[src/hw/rtl/itc_pkg.sv]
// shared types, constants and helpers for the integer to text converter
package itc_pkg;

  localparam int VALUE_WIDTH_DEF = 32;
  localparam int MAX_CHARS_DEF   = 11;

  // conversion kinds
  localparam logic [1:0] CMD_SDEC = 2'd0;
  localparam logic [1:0] CMD_UDEC = 2'd1;
  localparam logic [1:0] CMD_OCT  = 2'd2;
  localparam logic [1:0] CMD_HEX  = 2'd3;

  localparam logic [7:0] CHAR_MINUS = 8'h2d;
  localparam logic [7:0] CHAR_ZERO  = 8'h30;
  localparam logic [7:0] CHAR_NINE  = 8'h39;
  localparam logic [7:0] CHAR_LC_A  = 8'h61;
  localparam logic [7:0] CHAR_LC_F  = 8'h66;

  typedef struct packed {
    logic [1:0]  cmd;
    logic [31:0] value;
  } in_req_t;

  typedef struct packed {
    logic [7:0] char_code;
    logic       last;
  } out_req_t;

  typedef enum logic [2:0] {
    ST_IDLE,
    ST_SIGN,
    ST_CONV,
    ST_SKIP,
    ST_EMIT
  } state_t;

  // one digit value to its lowercase ascii code
  function automatic logic [7:0] digit_char(input logic [3:0] d);
    logic [7:0] code;
    if (d < 4'd10) begin
      code = CHAR_ZERO + {4'h0, d};
    end else begin
      code = CHAR_LC_A + {4'h0, d} - 8'd10;
    end
    return code;
  endfunction

endpackage

[src/hw/rtl/integer_to_text_converter_unit.sv]
// integer to ascii text converter: signed/unsigned decimal, octal, lowercase hex
// decimal: a minus sign first when negative, then shift-add-3 over all VALUE_WIDTH bits, then zero
//   skip and character output
// octal/hex: zero skip and character output
// one request at a time, and output stalls hold the sign and character output;
//   rst_n is synchronous active low, back to idle, no out_valid
module integer_to_text_converter_unit #(
  parameter int VALUE_WIDTH = itc_pkg::VALUE_WIDTH_DEF,
  parameter int MAX_CHARS   = itc_pkg::MAX_CHARS_DEF
) (
  input  logic              clk,
  input  logic              rst_n,
  input  logic              in_valid,
  output logic              in_ready,
  input  itc_pkg::in_req_t  in_data,
  output logic              out_valid,
  input  logic              out_ready,
  output itc_pkg::out_req_t out_data
);

  // octal needs the most digits, so the digit register is sized for it
  localparam int DIG_N = (VALUE_WIDTH + 2) / 3;
  localparam int BCD_W = DIG_N * 4;
  localparam int OCT_W = DIG_N * 3;
  localparam int IT_W  = $clog2(VALUE_WIDTH);
  localparam int REM_W = $clog2(DIG_N + 1);
  localparam int CNT_W = $clog2(MAX_CHARS);
  localparam logic [CNT_W-1:0] CNT_LAST = CNT_W'(MAX_CHARS - 1);
  localparam logic [REM_W-1:0] REM_FULL = REM_W'(DIG_N);
  localparam logic [IT_W-1:0]  IT_LAST  = IT_W'(VALUE_WIDTH - 1);

  // control state
  itc_pkg::state_t state_r, state_nxt;
  logic [IT_W-1:0]  iter_r, iter_nxt;    // shift-add-3 steps left
  logic [REM_W-1:0] rem_r, rem_nxt;      // digits left in the digit register
  logic [CNT_W-1:0] cnt_r, cnt_nxt;      // characters already sent
  logic             out_valid_r, out_valid_nxt;

  // datapath
  logic [BCD_W-1:0]       bcd_r, bcd_nxt;   // digits, most significant at the top
  logic [VALUE_WIDTH-1:0] bin_r, bin_nxt;   // binary bits still to shift in
  itc_pkg::out_req_t      out_data_r, out_data_nxt;

  // input decode
  logic [VALUE_WIDTH-1:0] v_in;
  logic [VALUE_WIDTH-1:0] mag;
  logic                   is_neg;
  logic [OCT_W-1:0]       v_oct;
  logic [BCD_W-1:0]       oct_dig;
  logic [BCD_W-1:0]       hex_dig;
  logic [BCD_W-1:0]       bcd_adj;
  logic [3:0]             top_dig;
  logic                   can_load;
  logic                   emit_last;

  assign v_in    = VALUE_WIDTH'(in_data.value);
  assign is_neg  = (in_data.cmd == itc_pkg::CMD_SDEC) && v_in[VALUE_WIDTH-1];
  assign mag     = is_neg ? (~v_in + 1'b1) : v_in;
  assign v_oct   = OCT_W'(v_in);
  assign hex_dig = BCD_W'(v_in);
  assign top_dig = bcd_r[BCD_W-1 -: 4];

  // octal digits widened to one nibble each
  always_comb begin
    for (int i = 0; i < DIG_N; i++) begin
      oct_dig[i*4 +: 4] = {1'b0, v_oct[i*3 +: 3]};
    end
  end

  // shift-add-3 unit: every bcd digit of five or more gets three added
  always_comb begin
    for (int i = 0; i < DIG_N; i++) begin
      bcd_adj[i*4 +: 4] = (bcd_r[i*4 +: 4] >= 4'd5) ? (bcd_r[i*4 +: 4] + 4'd3)
                                                     : bcd_r[i*4 +: 4];
    end
  end

  // output register is free when empty or being drained this cycle
  assign can_load  = !out_valid_r || out_ready;
  assign emit_last = (rem_r == REM_W'(1)) || (cnt_r == CNT_LAST);

  assign in_ready  = (state_r == itc_pkg::ST_IDLE);
  assign out_valid = out_valid_r;
  assign out_data  = out_data_r;

  // sequencer: next state and datapath controls
  always_comb begin
    state_nxt     = state_r;
    iter_nxt      = iter_r;
    rem_nxt       = rem_r;
    cnt_nxt       = cnt_r;
    bcd_nxt       = bcd_r;
    bin_nxt       = bin_r;
    out_valid_nxt = out_valid_r && !out_ready;
    out_data_nxt  = out_data_r;

    case (state_r)
      itc_pkg::ST_IDLE: begin
        if (in_valid) begin
          cnt_nxt = '0;
          rem_nxt = REM_FULL;
          if (in_data.cmd inside {itc_pkg::CMD_SDEC, itc_pkg::CMD_UDEC}) begin
            bin_nxt   = mag;
            bcd_nxt   = '0;
            iter_nxt  = IT_LAST;
            state_nxt = is_neg ? itc_pkg::ST_SIGN : itc_pkg::ST_CONV;
          end else begin
            bcd_nxt   = (in_data.cmd == itc_pkg::CMD_OCT) ? oct_dig : hex_dig;
            state_nxt = itc_pkg::ST_SKIP;
          end
        end
      end

      // minus sign goes out while the magnitude waits
      itc_pkg::ST_SIGN: begin
        if (can_load) begin
          out_valid_nxt          = 1'b1;
          out_data_nxt.char_code = itc_pkg::CHAR_MINUS;
          out_data_nxt.last      = (cnt_r == CNT_LAST);
          cnt_nxt                = cnt_r + 1'b1;
          state_nxt = (cnt_r == CNT_LAST) ? itc_pkg::ST_IDLE : itc_pkg::ST_CONV;
        end
      end

      // one binary bit into the bcd digits per cycle
      itc_pkg::ST_CONV: begin
        bcd_nxt  = {bcd_adj[BCD_W-2:0], bin_r[VALUE_WIDTH-1]};
        bin_nxt  = {bin_r[VALUE_WIDTH-2:0], 1'b0};
        iter_nxt = iter_r - 1'b1;
        if (iter_r == '0) begin
          state_nxt = itc_pkg::ST_SKIP;
        end
      end

      // drop leading zero digits, always keep the final one
      itc_pkg::ST_SKIP: begin
        if ((top_dig == 4'h0) && (rem_r != REM_W'(1))) begin
          bcd_nxt = {bcd_r[BCD_W-5:0], 4'h0};
          rem_nxt = rem_r - 1'b1;
        end else begin
          state_nxt = itc_pkg::ST_EMIT;
        end
      end

      itc_pkg::ST_EMIT: begin
        if (can_load) begin
          out_valid_nxt          = 1'b1;
          out_data_nxt.char_code = itc_pkg::digit_char(top_dig);
          out_data_nxt.last      = emit_last;
          bcd_nxt                = {bcd_r[BCD_W-5:0], 4'h0};
          rem_nxt                = rem_r - 1'b1;
          cnt_nxt                = cnt_r + 1'b1;
          if (emit_last) begin
            state_nxt = itc_pkg::ST_IDLE;
          end
        end
      end

      default: begin
        state_nxt = itc_pkg::ST_IDLE;
      end
    endcase
  end

  // control registers
  always_ff @(posedge clk) begin
    if (!rst_n) begin
      state_r     <= itc_pkg::ST_IDLE;
      iter_r      <= '0;
      rem_r       <= '0;
      cnt_r       <= '0;
      out_valid_r <= 1'b0;
    end else begin
      state_r     <= state_nxt;
      iter_r      <= iter_nxt;
      rem_r       <= rem_nxt;
      cnt_r       <= cnt_nxt;
      out_valid_r <= out_valid_nxt;
    end
  end

  // payload registers
  always_ff @(posedge clk) begin
    bcd_r      <= bcd_nxt;
    bin_r      <= bin_nxt;
    out_data_r <= out_data_nxt;
  end

`ifndef SYNTHESIS
  // a new request is never taken back to back with the previous one
  a_busy_after_accept: assert property (@(posedge clk) disable iff (!rst_n)
    (in_valid && in_ready) |=> !in_ready)
    else $error("request accepted while still busy");

  // the digit walk never runs out of digits
  a_digits_left: assert property (@(posedge clk) disable iff (!rst_n)
    (state_r == itc_pkg::ST_SKIP || state_r == itc_pkg::ST_EMIT) |-> (rem_r != '0))
    else $error("digit register walked past its end");

  // conversion hands over to the zero skip after the final bit
  a_conv_done: assert property (@(posedge clk) disable iff (!rst_n)
    (state_r == itc_pkg::ST_CONV && iter_r == '0) |=> (state_r == itc_pkg::ST_SKIP))
    else $error("conversion did not end after the last bit");

  // only a minus sign or a lowercase digit ever leaves the block
  a_char_set: assert property (@(posedge clk) disable iff (!rst_n)
    out_valid |-> ((out_data.char_code == itc_pkg::CHAR_MINUS) ||
                   (out_data.char_code >= itc_pkg::CHAR_ZERO &&
                    out_data.char_code <= itc_pkg::CHAR_NINE) ||
                   (out_data.char_code >= itc_pkg::CHAR_LC_A &&
                    out_data.char_code <= itc_pkg::CHAR_LC_F)))
    else $error("character outside the digit set");
`endif

endmodule
[config.mk]
export PLATFORM = sky130hd
export DESIGN_NAME = integer_to_text_converter_unit
export DESIGN_NICKNAME = d
export VERILOG_FILES = /design/src/hw/rtl/itc_pkg.sv /design/src/hw/rtl/integer_to_text_converter_unit.sv
export SDC_FILE = /design/constraint.sdc
export NUM_CORES = 1
export LEC_CHECK = 0
export BUFFER_PORTS_ARGS = -buffer_cell sky130_fd_sc_hd__buf_2
export CAP_MARGIN = 20
export CORE_MARGIN = 4
export CORE_UTILIZATION = 55
export DETAILED_ROUTE_END_ITERATION = 7
export PLACE_DENSITY_LB_ADDON = 0.15
export SYNTH_ARGS = -nofsm -noshare
export SYNTH_HDL_FRONTEND = slang
export SYNTH_SLANG_ARGS = --single-unit
[constraint.sdc]
create_clock -name clk -period 3.8 [get_ports clk]
set_input_delay 0.76 -clock clk [delete_from_list [all_inputs] [get_ports clk]]
set_output_delay 0.76 -clock clk [all_outputs]
set_load 0.02 [all_outputs]
==> results.sh, run 1 <==
export IMPL_status="finished, final reports clean"
export IMPL_yosysSeqAreaShare_pct=44.32
export IMPL_fin_crit_sh_pct=76.80
export IMPL_cts_tree="done"
export IMPL_synth_top_area_share_pct=39.05
export IMPL_ff2ff_path_depth=6
export IMPL_grt_max_degree=63
export IMPL_track_usage_pct=22.84
export IMPL_hold_violations=0
export IMPL_synth_top_flop_cell="edfxtp_1"
export IMPL_grt_pass1_vias=4991
export IMPL_fin_skew_ns=0.009869
export IMPL_endpoint_kind="register"
export IMPL_worst_ir_drop_vdd_v=0.0003690
export IMPL_dp_slack_ns=0.5988
export IMPL_clock_path_buffers=2
export IMPL_cts_hold_buffers=0
export IMPL_place_inst=852
export IMPL_max_freq_ghz=0.3427
export IMPL_crit_chain="nor2_1 > nand2_1 > nand3_1 > nor2_1 > a22oi_1 > o21ai_0"
export IMPL_post_cts_resized=0
export IMPL_cts_sinks=101
export IMPL_arrival_ns=3.10
export IMPL_crit_top_cell="nor2_1"
export IMPL_slowest_delay_ns=0.72
export IMPL_met3WireLength_um=790
export IMPL_hold_class="reg -> reg"
export IMPL_syn_nets=757
export IMPL_gp_congestion=0.8379
export IMPL_holdWs_ns=0.4949
export IMPL_netlist_top_cells_count="edfxtp_1 (84), nor2_1 (81), nand2_1 (73), a21oi_1 (69), o21ai_0 (53)"
export IMPL_htreeDepth=3
export IMPL_netlist_top_cells_area="edfxtp_1 (39%), ha_1 (5.6%), a21oi_1 (5.3%)"
export IMPL_clk_pin_slew_ns=0.07
export IMPL_root_buffer="clkbuf_16"
export IMPL_dieWidth_um=116.4
export IMPL_drtPass1Iterations=7
export IMPL_clock_latency_ns=0.34
export IMPL_syn_area_um2=6460
export IMPL_core_area_um2=11470
export IMPL_n_antenna_cell=0
export IMPL_die_area_um2=13540
export IMPL_synth_edf_count=84
export IMPL_synth_seq_cells=101
export IMPL_die_h_um=116.4
export IMPL_drv_cap=0
export IMPL_routed_wl_met2_um=7039
export IMPL_gr_total_overflow=0
export IMPL_cp_start_kind="register"
export IMPL_grt_pass1_wl_um=24360
export IMPL_drt_total_wl_um=14710
export IMPL_vias=5231
export IMPL_report_final_slew_viol_count=0
export IMPL_syn_inst=690
export IMPL_viasPerCell=6.026
export IMPL_nNetsFinal=787
export IMPL_final_antenna_net_count=0
export IMPL_synth_distinct_cells=60
export IMPL_drive_gt1_share_pct=11.45
export IMPL_hpwl_um=10360
export IMPL_min_path_cells=1
export IMPL_portBuffers=47
export IMPL_worst_pin_slew_ns=0.8094
export IMPL_path_class="reg -> reg"
export IMPL_post_cts_setup_buffers=0
export IMPL_async_reset_ff_share_pct=0
export IMPL_yosysMostFrequentCell="edfxtp_1"
export IMPL_antenna_found_initial=0
export IMPL_syn_area_per_cell_um2=9.362
export IMPL_wl_per_cell_um=16.94
export IMPL_yosysTopAreaCell="edfxtp_1"
export IMPL_p_leak_nw=2.659
export IMPL_first_iter_violations=429
export IMPL_layout_setup_ws_ns=0.8816
export IMPL_met1Wirelength_um=6484
export IMPL_grt_setup_unrepaired="no"
export IMPL_cts_buffers=9
export IMPL_worst_slew_margin_rel_pct=46.04
export IMPL_fin_crit_ns=2.918
export IMPL_final_cells=868
export IMPL_num_io_pins=49
export IMPL_ys_warn_count=0
export IMPL_maxUsedRoutingLayer="met4"
export IMPL_start_util_pct=56.33
export IMPL_crit_slowest_cell="dfxtp_1"
export IMPL_fin_util_pct=62.04
export IMPL_cp_required_ns=3.98
export IMPL_drc=0
export IMPL_powerDensity_nw_per_um2=773.4
export IMPL_fp_row_count=39
export IMPL_setup_tns_ns=0
export IMPL_area_delta_synth_final_pct=10.13
export IMPL_setup_viol=0
export IMPL_crit_fanout=19
-- worst paths after layout --
check                   from  slack, ns        end
setup / recovery  state_r[1]       0.88  bcd_r[36]
hold / removal     iter_r[3]       0.49  iter_r[3]
setup reg to reg  state_r[1]       0.88  bcd_r[36]
hold reg to reg    iter_r[3]       0.49  iter_r[3]
-- flip-flops by register name, summed over array words and instances (netlist names) --
register   flops
cnt_r          4
out_valid      1
bcd_r         44
bin_r         32
iter_r         5
rem_r          4
state_r        3
out_data       8
-- critical path, delay by kind of cell, from the launching register on --
family / cells / cell delay (ns)
AO/OA/AOI/OAI: 2 / 0.25
AND/OR/NAND/NOR: 4 / 1.79
flip-flops: 1 / 0.72
-- layout by cell type, fill, tap and decap left out, types with 21 or more instances in the layout --
cell type  count
ha_1          29
o21ai_0       53
inv_1         34
a21oi_1       69
buf_2         47
mux2i_1       21
nor2_1        80
nand2_1       72
xnor2_1       21
xor2_1        32
edfxtp_1      84
-- cell type report --
cell class                      instances  area (µm²)
Fill cell                             980        4353
Timing Repair Buffer                   56       315.3
Clock inverter                          1       7.507
Multi-Input combinational cell        518        3312
Inverter                               34       127.6
Clock buffer                           15       310.3
Sequential cell                       101        2863
Tap cell                              143       178.9
-- logic make-up after synthesis --
logic type	after synthesis	synth area share, %
AO/OA/AOI/OAI	197	19.18
AND/OR/NAND/NOR	216	15.63
other	2	0.1163
adder cells (fa/ha/maj)	29	5.617
multiplexers	21	3.254
flip-flops	101	44.32
XOR/XNOR	53	7.186
buffers and inverters	71	4.707
-- metal layers --
layer / track usage [%] / vias to the layer above
met5: 0 / -
met4: 9.977 / 0
met3: 2.953 / 32
met2: 37.91 / 156
met1: 30.03 / 2479
li1: - / 2564
-- power by group --
part | switching, W | total, W | leakage, nW | internal, W
clock | 0.000406 | 0.000967 | 0.152 | 0.000562
sequential | 0.000401 | 0.00229 | 0.971 | 0.00189
combinational | 0.00138 | 0.00224 | 1.54 | 0.000866
total | 0.00218 | 0.00550 | 2.66 | 0.00332
-- per-stage QoR --
| stage | instance area, µm² | total power, W |
|---|---|---|
| floorplan | 6460 | 0.003969 |
| global placement | 6797 | 0.004454 |
| detailed placement | 6797 | 0.004553 |
| CTS | 7114 | 0.005528 |
| global route | 7114 | 0.005955 |
| finish | 7114 | 0.005502 |
(Power assumes the default switching activity.)
==> run 2: changes to the inputs <==
Settings changed: CORE_UTILIZATION 55 to 61.
Clock period 3.8 ns to 2.7 ns, I/O delays scaled along.
==> run 2 against run 1 <==
Effect of this change:
- critical path depth rose by 1
- worst setup slack got worse by 0.76 ns
- sequential power rose by 39%
- sequential share of layout area fell by 0.14 points
- highest routed layer unchanged
- critical path type is now in -> reg
==> results.sh, run 2 (synthesis results as in run 1) <==
export IMPL_design_area_um2=7139
export IMPL_arrival_ns=2.70
export IMPL_fin_crit_ns=2.575
export IMPL_root_buffer="clkbuf_8"
export IMPL_gr_total_overflow=0
export IMPL_grt_pass1_vias=5213
export IMPL_status="finished, final reports clean"
export IMPL_vias=5348
export IMPL_portBuffers=47
export IMPL_drc=0
export IMPL_cts_tree="done"
export IMPL_drive_gt1_share_pct=14.51
export IMPL_wl_per_cell_um=16.87
export IMPL_clock_path_buffers=2
export IMPL_worst_pin_slew_ns=0.9445
export IMPL_post_cts_setup_buffers=0
export IMPL_dieWidth_um=110.9
export IMPL_cts_buffers=9
export IMPL_grt_max_degree=53
export IMPL_cts_sinks=101
export IMPL_grt_use_met2_pct=40.90
export IMPL_fp_row_count=37
export IMPL_drt_total_wl_um=14970
export IMPL_worst_slew_margin_rel_pct=37.03
export IMPL_placed_cell_area_um2=6983
export IMPL_clock_latency_ns=0.38
export IMPL_die_h_um=110.9
export IMPL_fin_util_pct=69.16
export IMPL_worst_ir_drop_vdd_v=0.0005113
export IMPL_drv_cap=0
export IMPL_met3_usage_pct=3.275
export IMPL_powerDensity_nw_per_um2=1023
export IMPL_mostFrequentLayoutCells="edfxtp_1 (84), nor2_1 (80), nand2_1 (72), a21oi_1 (69), o21ai_0 (53)"
export IMPL_report_final_slew_viol_count=0
export IMPL_num_io_pins=49
export IMPL_area_delta_synth_final_pct=10.52
export IMPL_holdWs_ns=0.4571
export IMPL_hold_violations=0
export IMPL_nNetsFinal=813
export IMPL_fin_crit_sh_pct=95.38
export IMPL_fill_cells=808
export IMPL_die_area_um2=12300
export IMPL_largest_register="bcd_r"
export IMPL_viasPerCell=6.029
export IMPL_crit_fanout=6
export IMPL_gr_usage_met1_pct=32.05
export IMPL_fin_skew_ns=0.01455
export IMPL_largest_reg_flops=44
export IMPL_clk_pin_slew_ns=0.09
export IMPL_htreeDepth=3
export IMPL_p_leak_nw=2.717
export IMPL_dp_slack_ns=-0.2643
export IMPL_cts_hold_buffers=0
export IMPL_grt_pass1_wl_um=24920
export IMPL_setup_viol=0
export IMPL_gp_congestion=0.8838
export IMPL_largestRegisters="bcd_r: 44 flops, bin_r: 32 flops, out_data: 8 flops"
export IMPL_cp_required_ns=2.82
export IMPL_layout_commonest_cell="edfxtp_1"
export IMPL_layout_setup_ws_ns=0.1247
export IMPL_track_usage_pct=24.70
export IMPL_n_antenna_cell=0
export IMPL_endpoint_kind="register"
export IMPL_path_class="in -> reg"
export IMPL_max_freq_ghz=0.3883
export IMPL_post_cts_resized=0
export IMPL_grt_busiest_layer="met2"
export IMPL_drtPass1Iterations=5
export IMPL_hpwl_um=10720
export IMPL_cp_start_kind="primary input"
export IMPL_core_area_um2=10320
export IMPL_final_antenna_net_count=0
export IMPL_antenna_found_initial=0
export IMPL_hold_class="in -> reg"
export IMPL_first_iter_violations=450
export IMPL_start_util_pct=62.57
export IMPL_grt_setup_unrepaired="no"
[run 2: cell count changes in the layout (fill, tap and decap cells not counted), sizes merged]
| cell | change |
|---|---|
| buf | +26 |
| clkbuf | -2 |
| clkinv | +3 |
| clkinvlp | -1 |
[run 2: routing by layer]
metal | wire, µm | vias up | share of wire (%)
li1 | - | 2606 | -
met1 | 6391 | 2523 | 43
met2 | 7304 | 187 | 49
met3 | 828 | 32 | 5.5
met4 | 441 | 0 | 2.9
met5 | 0 | - | 0
[run 2: final cells by class]
| class | count | area, µm² | area share, % |
|---|---|---|---|
| Multi-Input combinational cell | 518 | 3312 | 46.39 |
| Sequential cell | 101 | 2863 | 40.10 |
| Timing Repair Buffer | 82 | 510.5 | 7.150 |
| Tap cell | 136 | 170.2 | 2.383 |
| Clock buffer | 13 | 141.4 | 1.980 |
| Inverter | 34 | 127.6 | 1.788 |
| Clock inverter | 3 | 15.01 | 0.2103 |
[run 2: metrics by stage]
step	cells	TNS [ns]	power [W]
CTS	887	0	0.007327
global placement	871	-0.9917	0.006282
detailed placement	871	-1.283	0.006470
finish	887	0	0.007304
floorplan	690	0	0.005582
global route	887	0	0.007926
[run 2: worst paths after layout]
path	from	to	slack, ns	cells past startpoint
min	rst_n	state_r[1]	0.46	3
max	in_data[6]	bin_r[28]	0.12	7
max reg2reg	rem_r[0]	bcd_r[19]	0.32	6
min reg2reg	iter_r[0]	iter_r[0]	0.51	1
[run 2: power breakdown]
part	internal (W)	leakage (nW)	switching [W]
clock	0.000340	0.0871	0.000517
combinational	0.00126	1.66	0.00200
sequential	0.00266	0.971	0.000525
[run 2: worst max-delay path, stage by stage]
cell,delay [ns]
buf_2,0.12
or4_4,0.57
nor4_4,0.26
or4b_1,0.60
o41ai_2,0.35
xor2_1,0.18
a21oi_1,0.08
